--- src/sv/adnd_pkg.sv ---
// ----------------------------------------------------------------------------
// adnd_pkg
// Types, constants and decode functions shared by the ADPCM nibble decoder.
// ----------------------------------------------------------------------------
`default_nettype none

package adnd_pkg;

  localparam logic [6:0]  StepIndexMax = 7'd88;
  localparam logic [15:0] SampleMax    = 16'h7fff;
  localparam logic [15:0] SampleMin    = 16'h8000;

  // Decoder state that carries from one nibble to the next.
  typedef struct packed {
    logic [15:0] pred;
    logic [6:0]  idx;
  } nib_state_t;

  // Step size table, 89 entries.
  function automatic logic [14:0] step_lookup(input logic [6:0] idx);
    logic [14:0] step;
    unique case (idx)
      7'd0:  step = 15'd7;     7'd1:  step = 15'd8;     7'd2:  step = 15'd9;
      7'd3:  step = 15'd10;    7'd4:  step = 15'd11;    7'd5:  step = 15'd12;
      7'd6:  step = 15'd13;    7'd7:  step = 15'd14;    7'd8:  step = 15'd16;
      7'd9:  step = 15'd17;    7'd10: step = 15'd19;    7'd11: step = 15'd21;
      7'd12: step = 15'd23;    7'd13: step = 15'd25;    7'd14: step = 15'd28;
      7'd15: step = 15'd31;    7'd16: step = 15'd34;    7'd17: step = 15'd37;
      7'd18: step = 15'd41;    7'd19: step = 15'd45;    7'd20: step = 15'd50;
      7'd21: step = 15'd55;    7'd22: step = 15'd60;    7'd23: step = 15'd66;
      7'd24: step = 15'd73;    7'd25: step = 15'd80;    7'd26: step = 15'd88;
      7'd27: step = 15'd97;    7'd28: step = 15'd107;   7'd29: step = 15'd118;
      7'd30: step = 15'd130;   7'd31: step = 15'd143;   7'd32: step = 15'd157;
      7'd33: step = 15'd173;   7'd34: step = 15'd190;   7'd35: step = 15'd209;
      7'd36: step = 15'd230;   7'd37: step = 15'd253;   7'd38: step = 15'd279;
      7'd39: step = 15'd307;   7'd40: step = 15'd337;   7'd41: step = 15'd371;
      7'd42: step = 15'd408;   7'd43: step = 15'd449;   7'd44: step = 15'd494;
      7'd45: step = 15'd544;   7'd46: step = 15'd598;   7'd47: step = 15'd658;
      7'd48: step = 15'd724;   7'd49: step = 15'd796;   7'd50: step = 15'd876;
      7'd51: step = 15'd963;   7'd52: step = 15'd1060;  7'd53: step = 15'd1166;
      7'd54: step = 15'd1282;  7'd55: step = 15'd1411;  7'd56: step = 15'd1552;
      7'd57: step = 15'd1707;  7'd58: step = 15'd1878;  7'd59: step = 15'd2066;
      7'd60: step = 15'd2272;  7'd61: step = 15'd2499;  7'd62: step = 15'd2749;
      7'd63: step = 15'd3024;  7'd64: step = 15'd3327;  7'd65: step = 15'd3660;
      7'd66: step = 15'd4026;  7'd67: step = 15'd4428;  7'd68: step = 15'd4871;
      7'd69: step = 15'd5358;  7'd70: step = 15'd5894;  7'd71: step = 15'd6484;
      7'd72: step = 15'd7132;  7'd73: step = 15'd7845;  7'd74: step = 15'd8630;
      7'd75: step = 15'd9493;  7'd76: step = 15'd10442; 7'd77: step = 15'd11487;
      7'd78: step = 15'd12635; 7'd79: step = 15'd13899; 7'd80: step = 15'd15289;
      7'd81: step = 15'd16818; 7'd82: step = 15'd18500; 7'd83: step = 15'd20350;
      7'd84: step = 15'd22385; 7'd85: step = 15'd24623; 7'd86: step = 15'd27086;
      7'd87: step = 15'd29794; 7'd88: step = 15'd32767;
      default: step = 15'd32767;
    endcase
    return step;
  endfunction

  // Step index adjustment by code magnitude.
  function automatic logic [7:0] index_move(input logic [2:0] mag);
    logic [7:0] mv;
    unique case (mag)
      3'd4:    mv = 8'd2;
      3'd5:    mv = 8'd4;
      3'd6:    mv = 8'd7;
      3'd7:    mv = 8'd12;
      default: mv = 8'hff;
    endcase
    return mv;
  endfunction

  // Decodes one 4-bit code against the current state and returns the new state.
  function automatic nib_state_t nib_decode(input nib_state_t cur, input logic [3:0] code);
    logic [14:0] step;
    logic [17:0] diff;
    logic [18:0] dext;
    logic [18:0] acc;
    logic [7:0]  nidx;
    nib_state_t  nxt;
    step = step_lookup(cur.idx);
    diff = 18'(step >> 3);
    if (code[0]) begin
      diff = diff + 18'(step >> 2);
    end
    if (code[1]) begin
      diff = diff + 18'(step >> 1);
    end
    if (code[2]) begin
      diff = diff + 18'(step);
    end
    // Magnitude seven gets an extra half step on top of the usual weights.
    if (code[2:0] == 3'b111) begin
      diff = diff + 18'(step >> 1);
    end
    dext = {1'b0, diff};
    if (code[3]) begin
      dext = 19'(~dext + 19'd1);
    end
    acc = {{3{cur.pred[15]}}, cur.pred} + dext;
    if (acc[18] && (acc[17:15] != 3'b111)) begin
      nxt.pred = SampleMin;
    end else if (!acc[18] && (acc[17:15] != 3'b000)) begin
      nxt.pred = SampleMax;
    end else begin
      nxt.pred = acc[15:0];
    end

    nidx = {1'b0, cur.idx} + index_move(code[2:0]);
    if (nidx[7]) begin
      nxt.idx = 7'd0;
    end else if (nidx[6:0] > StepIndexMax) begin
      nxt.idx = StepIndexMax;
    end else begin
      nxt.idx = nidx[6:0];
    end
    return nxt;
  endfunction

endpackage

`default_nettype wire

--- src/sv/adnd_if.sv ---
// ----------------------------------------------------------------------------
// adnd_if
// Valid/ready channels for code bytes in and decoded samples out.
// ----------------------------------------------------------------------------
`default_nettype none

interface adnd_in_if;
  logic       valid;
  logic       ready;
  logic [7:0] code_byte;
  logic       restart;

  modport source (output valid, output code_byte, output restart, input ready);
  modport sink   (input valid, input code_byte, input restart, output ready);
endinterface

interface adnd_out_if;
  logic              valid;
  logic              ready;
  logic signed [15:0] sample_wide;
  logic signed [7:0]  sample_narrow;
  logic              last;

  modport source (output valid, output sample_wide, output sample_narrow,
                  output last, input ready);
  modport sink   (input valid, input sample_wide, input sample_narrow,
                  input last, output ready);
endinterface

`default_nettype wire

--- src/sv/adpcm_nibble_decoder.sv ---
// ----------------------------------------------------------------------------
// adpcm_nibble_decoder
// Two-code-per-byte ADPCM decoder with saturating 16-bit predictor.
// ----------------------------------------------------------------------------
// Each accepted byte is decoded in the cycle it is taken: both nibbles, low
// first, run through the step table and the predictor update in one pass, and
// the two samples land in a result register pair. Samples leave one per
// request on the output channel, the low-nibble sample first, the high-nibble
// sample with last set. The first sample is valid in the cycle after the byte is
// accepted. The output channel moves one sample per cycle while ready is high;
// each byte gives two, so a new byte waits for the previous byte's samples and is
// taken at the earliest in the same cycle its high-nibble sample leaves.
// Setting restart with a byte clears the predictor and step index first.
`default_nettype none

module adpcm_nibble_decoder (
  input  wire         clk_i,
  input  wire         rst_ni,
  adnd_in_if.sink     in_i,
  adnd_out_if.source  out_o
);

  import adnd_pkg::*;

  nib_state_t st_q, st_d;
  nib_state_t start_st, mid_st;
  logic [15:0] lo_q, hi_q;
  // Number of samples still waiting: 2 means the low one is next.
  logic [1:0] cnt_q, cnt_d;
  logic in_acc, out_acc;
  logic [15:0] sel;

  assign out_acc    = out_o.valid && out_o.ready;
  assign in_i.ready = (cnt_q == 2'd0) || ((cnt_q == 2'd1) && out_o.ready);
  assign in_acc     = in_i.valid && in_i.ready;

  always_comb begin
    start_st = st_q;
    if (in_i.restart) begin
      start_st = '0;
    end
    mid_st = nib_decode(start_st, in_i.code_byte[3:0]);
    st_d   = st_q;
    cnt_d  = cnt_q;
    if (out_acc) begin
      cnt_d = cnt_q - 2'd1;
    end
    if (in_acc) begin
      st_d  = nib_decode(mid_st, in_i.code_byte[7:4]);
      cnt_d = 2'd2;
    end
  end

  always_ff @(posedge clk_i or negedge rst_ni) begin
    if (!rst_ni) begin
      st_q  <= '0;
      cnt_q <= 2'd0;
    end else begin
      st_q  <= st_d;
      cnt_q <= cnt_d;
    end
  end

  always_ff @(posedge clk_i) begin
    if (in_acc) begin
      lo_q <= mid_st.pred;
      hi_q <= st_d.pred;
    end
  end

  assign sel                 = (cnt_q == 2'd2) ? lo_q : hi_q;
  assign out_o.valid         = (cnt_q != 2'd0);
  assign out_o.sample_wide   = sel;
  assign out_o.sample_narrow = sel[15:8];
  assign out_o.last          = (cnt_q == 2'd1);

endmodule

`default_nettype wire
--- src/flat_wrapper.sv ---
// flat-port wrapper written by rule: the top's interface ports become plain ports
module adpcm_nibble_decoder_flat import adnd_pkg::*;
  (clk_i, rst_ni, in_i_valid, in_i_code_byte, in_i_restart, in_i_ready, out_o_valid, out_o_sample_wide, out_o_sample_narrow, out_o_last, out_o_ready);
  adnd_in_if in_i_i ();
  adnd_out_if out_o_i ();
  input  wire clk_i;
  input  wire rst_ni;
  input wire logic [$bits(in_i_i.valid)-1:0] in_i_valid;
  input wire logic [$bits(in_i_i.code_byte)-1:0] in_i_code_byte;
  input wire logic [$bits(in_i_i.restart)-1:0] in_i_restart;
  output wire logic [$bits(in_i_i.ready)-1:0] in_i_ready;
  output wire logic [$bits(out_o_i.valid)-1:0] out_o_valid;
  output wire logic [$bits(out_o_i.sample_wide)-1:0] out_o_sample_wide;
  output wire logic [$bits(out_o_i.sample_narrow)-1:0] out_o_sample_narrow;
  output wire logic [$bits(out_o_i.last)-1:0] out_o_last;
  input wire logic [$bits(out_o_i.ready)-1:0] out_o_ready;
  assign in_i_i.valid = in_i_valid;
  assign in_i_i.code_byte = in_i_code_byte;
  assign in_i_i.restart = in_i_restart;
  assign in_i_ready = in_i_i.ready;
  assign out_o_valid = out_o_i.valid;
  assign out_o_sample_wide = out_o_i.sample_wide;
  assign out_o_sample_narrow = out_o_i.sample_narrow;
  assign out_o_last = out_o_i.last;
  assign out_o_i.ready = out_o_ready;
  adpcm_nibble_decoder u_core (.clk_i(clk_i), .rst_ni(rst_ni), .in_i(in_i_i), .out_o(out_o_i));
endmodule
--- config.mk ---
export PLATFORM = sky130hd
export DESIGN_NAME = adpcm_nibble_decoder_flat
export DESIGN_NICKNAME = d
export VERILOG_FILES = /design/src/sv/adnd_pkg.sv /design/src/sv/adnd_if.sv /design/src/sv/adpcm_nibble_decoder.sv /design/src/flat_wrapper.sv
export SDC_FILE = /design/constraint.sdc
export NUM_CORES = 1
export LEC_CHECK = 0
export ABC_CLOCK_PERIOD_IN_PS = 17000
export BUFFER_PORTS_ARGS = -buffer_cell sky130_fd_sc_hd__buf_2
export CAP_MARGIN = 20
export CORE_MARGIN = 5
export CORE_UTILIZATION = 50
export CTS_CLUSTER_DIAMETER = 40
export DETAILED_ROUTE_END_ITERATION = 8
export GPL_TIMING_DRIVEN = 0
export PLACE_DENSITY_LB_ADDON = 0.05
export RECOVER_POWER = 25
export SYNTH_ARGS = -nofsm -noshare
export SYNTH_HDL_FRONTEND = slang
export SYNTH_SLANG_ARGS = --single-unit
--- constraint.sdc ---
create_clock -name clk_i -period 17 [get_ports clk_i]
set_input_delay 1.7 -clock clk_i [delete_from_list [all_inputs] [get_ports clk_i]]
set_output_delay 1.7 -clock clk_i [all_outputs]
set_load 0.01 [all_outputs]
* Yosys cells after proc, flatten, opt, wreduce, memory -nomap -nowiden
Memory sizes are Yosys's and may differ from the RTL's.
Index checks and enable logic that the tools add are counted.
** Word-level totals
- Flip-flop bits (word level) :: 57
- Latch bits :: 0
- Bits in writable memories :: 0
- ROM bits :: 3840
- Input bits :: 13
- Output and inout bits :: 27
- Word-level logic and storage cells :: 85
- Memories :: 2
** Memory list
- (no name shown) :: depth 128, bits a word 15, read ports 1, clocked after Yosys merged registers in 0, write ports 0, RTL line adnd_pkg.sv:22 : unique case (idx)
- (no name shown) :: depth 128, bits a word 15, read ports 1, clocked after Yosys merged registers in 0, write ports 0, RTL line adnd_pkg.sv:22
** Operators by class
- Add/sub/neg operators :: 15
- Multipliers :: 0
- Div/mod/pow operators :: 0
- Order comparisons :: 2
- Eq/ne operators :: 12
- Shift-type cells :: 0
- Mux-type cells :: 32
- Bitwise gates (word level) :: 2
- Reductions and logical operators :: 15
** Operators by type and width (number)
- $mux 18 :: 11
- $mux 16 :: 5
- $add 18x14->18 :: 4
- $pmux 8 s4 :: 2
- $mux 19 :: 3
- $mux 23 :: 2
- $add 19x1->19 const B :: 2
- $add 19x19->19 :: 2
- $not 18->19 :: 2
- $add 18x15->18 :: 2
- $add 12x13->14 :: 2
- $mux 7 :: 4
- $eq 3x3->1 const B :: 8
- $add 7x8->8 :: 2
- $mux 15 :: 1
- $gt 7x7->1 const B :: 2
- $mux 14 :: 1
- $mux 8 :: 1
- $logic_and 1x1->1 :: 7
- $ne 3x3->1 const B :: 2
- $reduce_bool 3->1 :: 2
- $mux 2 :: 2
- $reduce_bool 2->1 :: 2
- $eq 2x1->1 const B :: 1
- other kinds (5) :: 6

* Depth between registers and ports, before layout
Gate-level depths: netlist (run 1).
An unclocked memory read counts as a cell.
- Depth in word-level cells :: 30
- Gate-level depth with buffers :: 78
- Gate-level depth less buffers :: 74

* Worst setup path after synthesis (run 1)
OpenSTA, ideal clock, no wires.
- Path type :: input port to flip-flop
- From :: in in_i_restart
- To :: reg u_core.hi_q[10], data pin
- Library setup time :: 348 ps
- Arrival time :: 15968 ps
- Required time :: 16652 ps
- Slack :: 684 ps
- Stages :: 71
- Path buffers :: 4
- Cell sequence :: buf_4 inv_2 nand2_1 inv_1 ha_1 clkbuf_1 nor2_1 a311oi_1 a311oi_1 o31a_1 ha_1 fa_1 a21o_1 a21oi_1 o21bai_1 a21oi_1 xnor2_1 nand2_1 [35 not listed] ha_1 a21o_1 a21oi_1 o21ai_0 a21oi_1 o21bai_1 a21oi_1 o21ai_0 o41ai_1 o2111ai_1 a21oi_1 xnor2_1 nor3_1 nor3_1 a221o_1 a211oi_4 buf_6 a311oi_1
** RTL lines
- start: declaration :: RTL line flat_wrapper.sv:10 : input wire logic [$bits(in_i_i.restart)-1:0] in_i_restart;
- end signal: assignment :: RTL line adpcm_nibble_decoder.sv:67 : hi_q <= st_d.pred;
- end: declaration :: RTL line adpcm_nibble_decoder.sv:27 : logic [15:0] lo_q, hi_q;

==> out/results.env, run 1 <==
PORT-BUFFER-COUNT=35
CAP_VIOLATIONS=1
YOSYSWARNINGS=0
INITIAL_UTILIZATION=0.503
CLOCK_LATENCY_ON_THE_WORST_SKEW_PAIR_NS=0.33
POSTSYNTHNETCOUNT=2464
SYNTHDOMINANTCELLAREASHARE=0.148
HTREEDEPTH=3
FINALCRITICALPERIOD_NS=16.55
DIE-WIDTH_UM=190
HOLD_WS_NS=0.558
CTS.ROOT.BUFFER_CELL='sky130_fd_sc_hd__clkbuf_16'
GRT_FIRST_PASS_WIRELENGTH_UM=93000
CRITPATHARRIVALTIME_NS=16.57
FINAL_CRITICAL_PATH_SETUP_SLACK_NS=0.451
MAXIMUM_NUMBER_OF_PINS_ON_ONE_NET_BEFORE_GLOBAL_ROUTE_REPAIR=35
VIOLATIONS='max-capacitance violations, max-slew violations'
FLOORPLAN.DIE_AREA_UM2=36300
FIN_SETUP_TNS_NS=0
SYNTH_TOP_AREA_CELL='sky130_fd_sc_hd__ha_1'
CLOCK_SINKS=57
CTS_BUFFERS=9
TIGHTESTPINTRANSITION_NS=1.55
CRITICAL_PATH_REQUIRED_NS=17.02
NUM-NETS-FINAL=2546
TRITONCTS_CLOCK_TREE='yes'
SYNTHESIS.AREA_UM2=16300
POSTSYNTHCELLCOUNT=2249
MIN-DELAY-PATH-CLASS='reg2reg'
CTS_BUFFER_DEPTH=2
YS_SEQ_ELEMENTS=57
SYNTH_EDF_COUNT=32
DETAILED_PLACEMENT_WIRELENGTH_ESTIMATE_UM=46200
VIAS_AFTER_DETAILED_ROUTING=18370
GROUTE.USAGE.OVERALL=0.313
COREAREA_UM2=32400
FINAL_MIN_PERIOD_OVER_CLOCK_PERIOD=0.973
SLEW_HEADROOM=-0.0346
HOLD_VIOL=0
DETAIL_ROUTE.FIRST_PASS.ITERATIONS=6
CP_CLASS='in2reg'
DOMINANTREGCELLSYNTH='sky130_fd_sc_hd__edfxtp_1'
POST_DRT_WL_PER_CELL_UM=21.6
ANTENNA_VIOLATIONS_BEFORE_REPAIR=1
SYNTH.LIB_CELLS_USED.DISTINCT=109
CP_SLOWEST_CELL='sky130_fd_sc_hd__fa_2'
INITIALDRTVIOLATIONCOUNT=1842
FINAL-MAX-SLEW-VIOLATION-COUNT=26
ROWS=66
FMAXACHIEVABLE_MHz=60.4
YS_ASYNC_SR_FRACTION=0.439
DRIVE_GT1_FRAC=0.150
CELL_TYPES_OCCUPYING_THE_MOST_AREA_AFTER_SYNTHESIS='sky130_fd_sc_hd__ha_1, sky130_fd_sc_hd__a21oi_1, sky130_fd_sc_hd__xnor2_1'
GP_ROUTABILITY_CONGESTION=1.00
FP.DIEH_UM=190
GRT_PASS1_VIAS=17307
SETUP-VIOLATIONS-FINAL=0
DETAIL_ROUTE.VIAS_PER_CELL=6.61
SEQ_AREA_FRAC_SYNTH=0.0975
CRIT_FANOUT=10
PLACE_WORST_SETUP_SLACK_NS=-3.11
TIMING.CRITICAL_PATH.TO_TYPE='flip-flop'
SYN_AREA_CELL_UM2=7.24
ROUTED_WIRELENGTH_UM=59900
CP-START-KIND='input port'
CRITICAL_PATH.MAX_STAGE_DELAY_NS=0.41
DETAIL_ROUTE.DRC_VIOLATIONS=0
ANTENNA_CELLS=0
CLK_PIN_SLEW_NS=0.05
BOUNDARYPINS=40
DRT.ANTENNA.VIOLATING_NETS=0
WORST_CLOCK_SKEW_NS=0.00371
OUTCOME='finished, violations left'
GRT_REMAINING_OVERFLOW=0
SYNTHTOLAYOUTAREAGROWTH_PCT=12.3
-- registers in the layout, indices dropped and copies added (netlist names) --
signal,flops
u_core.hi_q,16
u_core.st_q,23
u_core.cnt_q,2
u_core.lo_q,16
-- cells in the mapped netlist, types with 18 or more instances --
master                       n
sky130_fd_sc_hd__o21a_1     31
sky130_fd_sc_hd__o21ai_0   155
sky130_fd_sc_hd__mux2i_1    25
sky130_fd_sc_hd__and3_1     18
sky130_fd_sc_hd__o211ai_1   36
sky130_fd_sc_hd__a311oi_1   24
sky130_fd_sc_hd__a211oi_1   25
sky130_fd_sc_hd__nand2_1   175
sky130_fd_sc_hd__a31oi_1    33
sky130_fd_sc_hd__edfxtp_1   32
sky130_fd_sc_hd__o21bai_1   24
sky130_fd_sc_hd__o31ai_1    22
sky130_fd_sc_hd__nand3_1    62
sky130_fd_sc_hd__a21oi_1   198
sky130_fd_sc_hd__inv_1     127
sky130_fd_sc_hd__ha_1      192
sky130_fd_sc_hd__nor2b_1    37
sky130_fd_sc_hd__nor2_1    209
sky130_fd_sc_hd__mux2_2     44
sky130_fd_sc_hd__xnor2_1   113
sky130_fd_sc_hd__dfrtp_1    25
sky130_fd_sc_hd__nor3_1     60
sky130_fd_sc_hd__a21o_1     49
sky130_fd_sc_hd__xor2_1     39
sky130_fd_sc_hd__nand2b_1   29
sky130_fd_sc_hd__clkbuf_1   77
-- metrics by stage --
step	instance area [um^2]	std cells	util
3_5_place_dp	17000	2728	0.527
6_report	18300	2778	0.565
3_3_place_gp	17000	2726	0.525
5_1_grt	18300	2778	0.565
2_1_floorplan	16300	2249	-
4_1_cts	17600	2753	0.545
-- per-layer routing --
metal	wire length, um	global-route usage
met1	25100	0.408
met2	27300	0.519
met3	4310	0.0423
met4	3150	0.138
met5	20	0
-- worst max-delay path: cells and delay by family --
kind / cells / cell delay, ns
mux: 1 / 0.28
simple gates: 14 / 2.83
fa+ha+maj: 9 / 2.84
compound gates: 30 / 5.88
xor+xnor: 6 / 1.09
buf+inv: 11 / 1.86
-- path summary, 6_finish.rpt --
path,from,cells after the start,slack (ns),to
min in group asynchronous,rst_ni,1,1.75,u_core.st_q[20]
max reg2reg,u_core.st_q[1],71,1.11,u_core.hi_q[2]
min,u_core.cnt_q[1],2,0.56,u_core.cnt_q[1]
max in group asynchronous,rst_ni,1,14.34,u_core.st_q[5]
max,in_i_code_byte[2],71,0.45,u_core.hi_q[2]
min reg2reg,u_core.cnt_q[1],2,0.56,u_core.cnt_q[1]
-- cells in the final DEF, fill, tap and decap left out, drive strengths merged, types with 44 or more instances in the layout --
cell type	instances
nor2	209
a21oi	198
ha	192
nand2	176
o21ai	167
inv	133
xnor2	114
buf	113
clkbuf	86
nor3	63
nand3	62
a21o	49
mux2	44
-- area by class of cell --
type	count	area, um^2
plain buffers	113	579
fillers	3182	14100
flip-flops and latches	57	1590
clock inverters	7	47.5
well taps	442	553
repair buffers	77	497
clock buffers	9	225
inverters	140	543
multi-input cells	1933	14200
-- cell families after synthesis --
logic type	count (synthesis)	share of synthesized area
adders and majority gates	203	0.160
muxes	71	0.0486
buffers and inverters	259	0.0652
and+or+nand+nor	690	0.203
AOI/OAI and AO/OA	815	0.341
DFF	57	0.0975
xor gates and xnor gates	154	0.0842
-- what timing repair did --
item | CTS | global route
cloned | 0 | 1
setup buffers | 10 | 29
pin swaps | 11 | 30
hold buffers | 0 | 0
gates resized for setup | 72 | 138
endpoints found under the setup margin | 32 | 32
Power of run 1 is left out: the tool's default activity adds up to more than one toggle a clock period on the data nets, which glitch-free logic cannot reach.
==> run 2, diff against run 1 <==
Settings changed: CORE_ASPECT_RATIO set to 0.9.
==> run 2 against run 1 <==
Effect of this change: global-route usage shrank 0.55 points; maximum frequency grew 0.15%; count of clock-buffer cells in the layout is the same; core utilization grew 0.48 points; the flow now finishes without violations; critical path depth shrank 3.
==> out/results.env, run 2 (synthesis gave the netlist of run 1 again) <==
OUTCOME='complete, no violations'
CP-START-KIND='input port'
CTS.ROOT.BUFFER_CELL='sky130_fd_sc_hd__clkbuf_16'
FMAXACHIEVABLE_MHz=60.5  # +0.15%
TIMING.CRITICAL_PATH.TO_TYPE='flip-flop'
CRITPATHARRIVALTIME_NS=16.54  # -0.03 ns
CP_CLASS='in2reg'
MIN-DELAY-PATH-CLASS='reg2reg'
FINAL_MIN_PERIOD_OVER_CLOCK_PERIOD=0.972  # -0.00145
GRT_REMAINING_OVERFLOW=0  # unchanged
FP.DIEH_UM=181  # -4.9%
COREAREA_UM2=32000  # -1.0%
GROUTE.USAGE.OVERALL=0.308  # -0.00553
TOP_REGS='u_core.st_q: 23 flops, u_core.hi_q: 16 flops, u_core.lo_q: 16 flops'
ROWS=62  # -6.1%
DRIVE_GT1_FRAC=0.144  # -0.00544
FINALCRITICALPERIOD_NS=16.52  # -0.0246 ns
CRITICAL_PATH.MAX_STAGE_DELAY_NS=0.56  # +0.15 ns
VIAS_AFTER_DETAILED_ROUTING=18428  # +0.32%
FOOTPRINT_OF_THE_MULTI_INPUT_GATES_UM2=14200  # -0.38%
BOUNDARYPINS=40  # unchanged
CTS_BUFFERS=9  # unchanged
GRT_FIRST_PASS_WIRELENGTH_UM=92800  # -0.13%
ANTENNA_CELLS=0  # unchanged
SEQUENTIAL_CELL_AREA_UM2=1590  # unchanged
DETAIL_ROUTE.DRC_VIOLATIONS=0  # unchanged
CLOCK_SINKS=57  # unchanged
CLK_PIN_SLEW_NS=0.06  # about the same
SYNTHTOLAYOUTAREAGROWTH_PCT=12.1
SETUP-VIOLATIONS-FINAL=0  # unchanged
CP_SLOWEST_CELL='sky130_fd_sc_hd__or4_1'
FINALCOREUTILIZATION=0.569  # +0.00477
CRITICAL_PATH_REQUIRED_NS=17.02  # about the same
REGMOSTFLOPS='u_core.st_q'
INITIALDRTVIOLATIONCOUNT=1744  # -5.3%
DETAIL_ROUTE.VIAS_PER_CELL=6.70  # +1.3%
FLOORPLAN.DIE_AREA_UM2=36300  # about the same
GP_ROUTABILITY_CONGESTION=1.04  # +4.0%
ROUTED_WIRELENGTH_UM=59800  # -0.19%
CTS-HOLD-FIX-BUFFERS=0  # unchanged
NUM-NETS-FINAL=2544  # -0.079%
MOST_COMMON_CELL_AFTER_LAYOUT_FILL_AND_TAPS_ASIDE='sky130_fd_sc_hd__nor2_1'
HTREEDEPTH=3  # unchanged
DETAILED_PLACEMENT_WIRELENGTH_ESTIMATE_UM=46400  # +0.35%
TIGHTESTPINTRANSITION_NS=1.46  # -0.0962 ns
CTS_BUFFER_DEPTH=2  # unchanged
TRITONCTS_CLOCK_TREE='yes'
LAYOUT_FILLER_CELL_COUNT=3089  # -2.9%
GRT_PASS1_VIAS=17214  # -0.54%
CLOCK_LATENCY_ON_THE_WORST_SKEW_PAIR_NS=0.33  # about the same
CRIT_FANOUT=10  # unchanged
WORST_CLOCK_SKEW_NS=0.00633  # +0.00261 ns
ANTENNA_VIOLATIONS_BEFORE_REPAIR=0  # -1
FINAL-MAX-SLEW-VIOLATION-COUNT=0  # -100%
INITIAL_UTILIZATION=0.508  # +0.00522
MAXIMUM_NUMBER_OF_PINS_ON_ONE_NET_BEFORE_GLOBAL_ROUTE_REPAIR=38  # +8.6%
NUMBER_OF_FLIP_FLOPS_IN_THE_LARGEST_REGISTER=23  # unchanged
POST_DRT_WL_PER_CELL_UM=21.7  # +0.83%
DIE-WIDTH_UM=200  # +5.1%
PORT-BUFFER-COUNT=35  # unchanged
DETAIL_ROUTE.FIRST_PASS.ITERATIONS=7  # +1
MOSTFREQUENTLAYOUTCELLS='sky130_fd_sc_hd__nor2_1, sky130_fd_sc_hd__a21oi_1, sky130_fd_sc_hd__ha_1, sky130_fd_sc_hd__nand2_1, sky130_fd_sc_hd__o21ai_0'
SLEW_HEADROOM=0.0295  # +0.0641
DRT.ANTENNA.VIOLATING_NETS=0  # unchanged
HOLD_VIOL=0  # unchanged
CAP_VIOLATIONS=0  # -1
==> run 2: final timing paths <==
path | cells past startpoint | to | start | slack (ns)
max reg2reg | 71 | u_core.hi_q[4] | u_core.st_q[1] | 1.00
min in group asynchronous | 1 | u_core.cnt_q[1] | rst_ni | 1.70
min | 1 | u_core.cnt_q[0] | u_core.cnt_q[0] | 0.56
min reg2reg | 1 | u_core.cnt_q[0] | u_core.cnt_q[0] | 0.56
max in group asynchronous | 1 | u_core.st_q[13] | rst_ni | 14.44
max | 68 | u_core.hi_q[4] | in_i_restart | 0.48
==> run 2: repair_timing <==
action / in CTS / in global routing
pin swaps: 10 / 24
setup buffers: 16 / 18
endpoints found under the hold margin: 0 / 0
endpoints found under the setup margin: 32 / 32
cloned: 0 / 1
gates resized for setup: 74 / 122
==> run 2: through the flow <==
step / hold WS, ns / cells / setup TNS, ns / area [um^2] / worst slack, ns
3_3_place_gp: 0.536 / 2700 / -92.98 / 17000 / -3.15
5_1_grt: 0.589 / 2750 / -2.58 / 18200 / -0.186
2_1_floorplan: 0.467 / 2249 / 0 / 16300 / 0.684
4_1_cts: 0.551 / 2733 / 0 / 17800 / 0.00335
3_5_place_dp: 0.540 / 2702 / -91.39 / 17000 / -3.07
6_report: 0.555 / 2750 / 0 / 18200 / 0.476
==> run 2: area by class of cell <==
class / instances / area share
Clock inverter: 7 / 0.00686
Multi-Input combinational cell: 1933 / 0.778
Timing Repair Buffer: 72 / 0.0252
Clock buffer: 9 / 0.0123
Sequential cell: 57 / 0.0870
Buffer: 116 / 0.0325
Tap cell: 416 / 0.0285
Inverter: 140 / 0.0296
==> run 2: metal layers <==
metal | global-route usage | part of all wire | vias up
met5 | 0 | 0 | -
met3 | 0.0445 | 0.084 | 206
li1 | - | - | 8593
met4 | 0.106 | 0.042 | 0
met1 | 0.415 | 0.43 | 8637
met2 | 0.507 | 0.45 | 992
==> run 2: critical path, delay by kind of cell <==
family                     cells  cell delay (ns)
AOI/OAI and AO/OA             31             6.43
xor gates and xnor gates       8             1.21
adders and majority gates      7             2.35
buffers and inverters          7             1.35
muxes                          3             0.63
and+or+nand+nor               12             2.81
Power of run 2 is left out for the same reason.
==> run 3, diff against run 2 <==
Settings changed: ABC_AREA set to 1, CORE_ASPECT_RATIO 0.9 to unset.
==> run 3 against run 2 <==
Effect of this change: non-clock buffer count decreased by 74; sequential cell count unchanged; critical endpoint unchanged; global-route usage decreased by 3.1 points; maximum frequency increased by 4.1%; via count decreased by 12%; clock skew increased by 0.00053 ns; the run now ends with max-capacitance violations, max-slew violations left; die area decreased by 7.2%; routed wire length decreased by 20%; critical path depth increased by 29.
==> out/results.env, run 3 <==
MAXIMUM_NUMBER_OF_PINS_ON_ONE_NET_BEFORE_GLOBAL_ROUTE_REPAIR=34  # -11%
NUMBER_OF_FLIP_FLOPS_IN_THE_LARGEST_REGISTER=23  # unchanged
DETAIL_ROUTE.FIRST_PASS.ITERATIONS=6  # -1
DRT.ANTENNA.VIOLATING_NETS=0  # unchanged
OUTCOME='finished, violations left'
HTREEDEPTH=3  # unchanged
TOP_REGS='u_core.st_q: 23 flops, u_core.hi_q: 16 flops, u_core.lo_q: 16 flops'
FIN_SETUP_TNS_NS=0  # unchanged
ROWS=63  # +1.6%
YOSYSWARNINGS=0  # unchanged
MOST_COMMON_CELL_AFTER_LAYOUT_FILL_AND_TAPS_ASIDE='sky130_fd_sc_hd__nand2_1'
WORST_CLOCK_SKEW_NS=0.00686  # +0.000533 ns
TIGHTESTPINTRANSITION_NS=1.55  # +0.0911 ns
SLEW_HEADROOM=-0.0313  # -0.0608
CP_CLASS='in2reg'
YOSYS-MUX-AREA-FRACTION=0.0126  # -0.0359
FINAL_MIN_PERIOD_OVER_CLOCK_PERIOD=0.934  # -0.0384
TIMING.CRITICAL_PATH.TO_TYPE='flip-flop'
CRITICAL_PATH.MAX_STAGE_DELAY_NS=0.42  # -0.14 ns
CRITPATHARRIVALTIME_NS=15.93  # -0.61 ns
YS_SEQ_ELEMENTS=57  # unchanged
SYNTH_COMMON_CELLS='sky130_fd_sc_hd__nand2_1, sky130_fd_sc_hd__inv_1, sky130_fd_sc_hd__ha_1'
UNREPAIRED_SETUP_ENDPOINTS_AFTER_GLOBAL_ROUTING='false'
DETAILED_PLACEMENT_WIRELENGTH_ESTIMATE_UM=38800  # -16%
CLK_PIN_SLEW_NS=0.06  # about the same
SYNTH.LIB_CELLS_USED.DISTINCT=72  # -34%
CTS_BUFFER_DEPTH=2  # unchanged
DETAIL_ROUTE.DRC_VIOLATIONS=0  # unchanged
CP-START-KIND='input port'
SETUP-VIOLATIONS-FINAL=0  # unchanged
INITIAL_UTILIZATION=0.508  # about the same
CP_TOP_FAMILY='compound AO/OA/AOI/OAI gates'
ANTENNA_CELLS=0  # unchanged
TRITONCTS_CLOCK_TREE='yes'
LAYOUT_FILLER_CELL_COUNT=2969  # -3.9%
CTS_BUFFERS=9  # unchanged
FINALCRITICALPERIOD_NS=15.87  # -0.652 ns
WORST-PATH-BUF-INV=14  # +7
SYNTHTOLAYOUTAREAGROWTH_PCT=7.75
FLOORPLAN.DIE_AREA_UM2=33700  # -7.2%
FMAXACHIEVABLE_MHz=63.0  # +4.1%
PORT-BUFFER-COUNT=37  # +5.7%
HOLDPATHSTAGES=2  # +1
FP.DIEH_UM=183  # +1.3%
COREAREA_UM2=29600  # -7.5%
POSTSYNTHNETCOUNT=2623  # +6.5%
CLOCK_SINKS=57  # unchanged
SYNTH_TOP_AREA_CELL='sky130_fd_sc_hd__ha_1'
FINAL-MAX-SLEW-VIOLATION-COUNT=26  # +26
CP_SLOWEST_CELL='sky130_fd_sc_hd__fa_1'
SYNTHESIS.AREA_UM2=15000  # -7.6%
HOLD_VIOL=0  # unchanged
MOSTFREQUENTLAYOUTCELLS='sky130_fd_sc_hd__nand2_1, sky130_fd_sc_hd__inv_1, sky130_fd_sc_hd__ha_1, sky130_fd_sc_hd__nor2_1, sky130_fd_sc_hd__a21oi_1'
SYNTHXORXNORAREAFRAC=0.0664  # -0.0178
SYNTH_TOP_FAMILY_BY_AREA='simple AND/OR/NAND/NOR gates'
VIOLATIONS='max-capacitance violations, max-slew violations'
DETAIL_ROUTE.VIAS_PER_CELL=5.70  # -15%
DRIVE_GT1_FRAC=0.118  # -0.0263
INITIALDRTVIOLATIONCOUNT=1353  # -22%
CELL_TYPES_OCCUPYING_THE_MOST_AREA_AFTER_SYNTHESIS='sky130_fd_sc_hd__ha_1, sky130_fd_sc_hd__nand2_1, sky130_fd_sc_hd__inv_1'
CTS-HOLD-FIX-BUFFERS=0  # unchanged
GRT_REMAINING_OVERFLOW=0  # unchanged
DIE-WIDTH_UM=183  # -8.4%
BOUNDARYPINS=40  # unchanged
VIAS_AFTER_DETAILED_ROUTING=16261  # -12%
SYNTH_COMPOUND_AREA_FRAC=0.195  # -0.146
GP_ROUTABILITY_CONGESTION=1.03  # -1.4%
SEQ_AREA_FRAC_SYNTH=0.105  # +0.00798
SYNTH.MOST_COMMON_CELL='sky130_fd_sc_hd__nand2_1'
CAP_VIOLATIONS=1  # +1
STARTPOINT='in_i_restart'
SYNTH_FA_HA_AREA_FRAC=0.173  # +0.0125
CLOCK_LATENCY_ON_THE_WORST_SKEW_PAIR_NS=0.33  # about the same
POSTSYNTHCELLCOUNT=2408  # +7.1%
CRITICAL_PATH_REQUIRED_NS=17.06  # +0.04 ns
DOMINANTREGCELLSYNTH='sky130_fd_sc_hd__edfxtp_1'
GRT_PASS1_VIAS=15320  # -11%
REGMOSTFLOPS='u_core.st_q'
CRITICAL_PATH.MOST_COMMON_CELL='sky130_fd_sc_hd__nand2_1'
MIN-DELAY-PATH-CLASS='reg2reg'
REG2REG_DEPTH=92  # +30%
SYNTH_SIMPLE_GATE_AREA_FRAC=0.332  # +0.129
SYNTH_EDF_COUNT=32  # unchanged
WORST-PATH-STAGES=97  # +43%
SYN_AREA_CELL_UM2=6.25  # -14%
POST_DRT_WL_PER_CELL_UM=16.7  # -23%
HOLD_PATH_STARTPOINT='u_core.st_q[19]'
NUM-NETS-FINAL=2675  # +5.1%
R2R-START='u_core.st_q[3]'
CTS.ROOT.BUFFER_CELL='sky130_fd_sc_hd__clkbuf_16'
GROUTE.USAGE.OVERALL=0.277  # -0.0307
SYNTHDOMINANTCELLAREASHARE=0.160  # +0.0121
CRIT_FANOUT=10  # unchanged
ROUTED_WIRELENGTH_UM=47700  # -20%
ANTENNA_VIOLATIONS_BEFORE_REPAIR=0  # unchanged
GRT_FIRST_PASS_WIRELENGTH_UM=77200  # -17%
YS_ASYNC_SR_FRACTION=0.439  # unchanged
-- run 3: metrics by stage --
| stage | area, um^2 | hold slack, ns | setup slack (ns) | utilization | cells |
|---|---|---|---|---|---|
| after floorplan | 15000 | 0.464 | 2.71 | - | 2408 |
| after CTS | 16100 | 0.506 | 0.0337 | 0.543 | 2854 |
| after global routing | 16200 | 0.542 | 0.0151 | 0.547 | 2855 |
| after detailed placement | 15800 | 0.487 | -0.586 | 0.532 | 2838 |
| after global placement | 15700 | 0.483 | -0.531 | 0.530 | 2835 |
| final | 16200 | 0.505 | 1.13 | 0.547 | 2855 |
-- run 3: worst paths after layout --
check,slack [ns],endpoint
worst max register to register,2.12,u_core.hi_q[4]
worst min register to register,0.51,u_core.st_q[19]
min in group asynchronous,1.74,u_core.st_q[18]
worst max-delay path,1.13,u_core.hi_q[4]
max in group asynchronous,14.34,u_core.st_q[12]
worst min-delay path,0.51,u_core.st_q[19]
-- run 3: cells by family (layout without fill, tap and decap cells) --
| group | after synthesis | in the layout |
|---|---|---|
| compound gates | 500 | 500 |
| xor+xnor | 114 | 114 |
| fa+ha+maj | 202 | 202 |
| buf+inv | 413 | 470 |
| flops | 57 | 57 |
| mux | 17 | 17 |
| simple gates | 1105 | 1105 |
-- run 3: repair_timing --
item,in CTS,in global routing
hold endpoints to repair,0,0
gates resized for setup,4,34
setup buffers,0,1
setup endpoints to repair,31,32
-- run 3: cell type report --
type	count	area, um^2	area share
flip-flops and latches	57	1590	0.0979
well taps	390	488	0.0301
clock inverters	7	103	0.00633
clock buffers	9	225	0.0139
repair buffers	41	226	0.0140
inverters	340	1280	0.0789
plain buffers	73	472	0.0291
multi-input cells	1938	11800	0.730
-- run 3: metal layers --
metal  GRT usage  wire length [um]  vias up  share of wire
met5           0                 0        -              0
met4       0.109              1990        0          0.042
met3      0.0180              2790      145          0.058
met2       0.474             21900      610           0.46
met1       0.365             21000     7383           0.44
li1            -                 -     8123              -
-- run 3: worst register-to-register path, delay by kind of cell (launching register included) --
family | cells | cell delay, ns
buffers and inverters | 12 | 2.12
and+or+nand+nor | 35 | 3.29
AOI/OAI and AO/OA | 32 | 5.32
xor gates and xnor gates | 5 | 0.75
DFF | 1 | 0.46
adders and majority gates | 8 | 2.68
Power of run 3 is left out for the same reason.
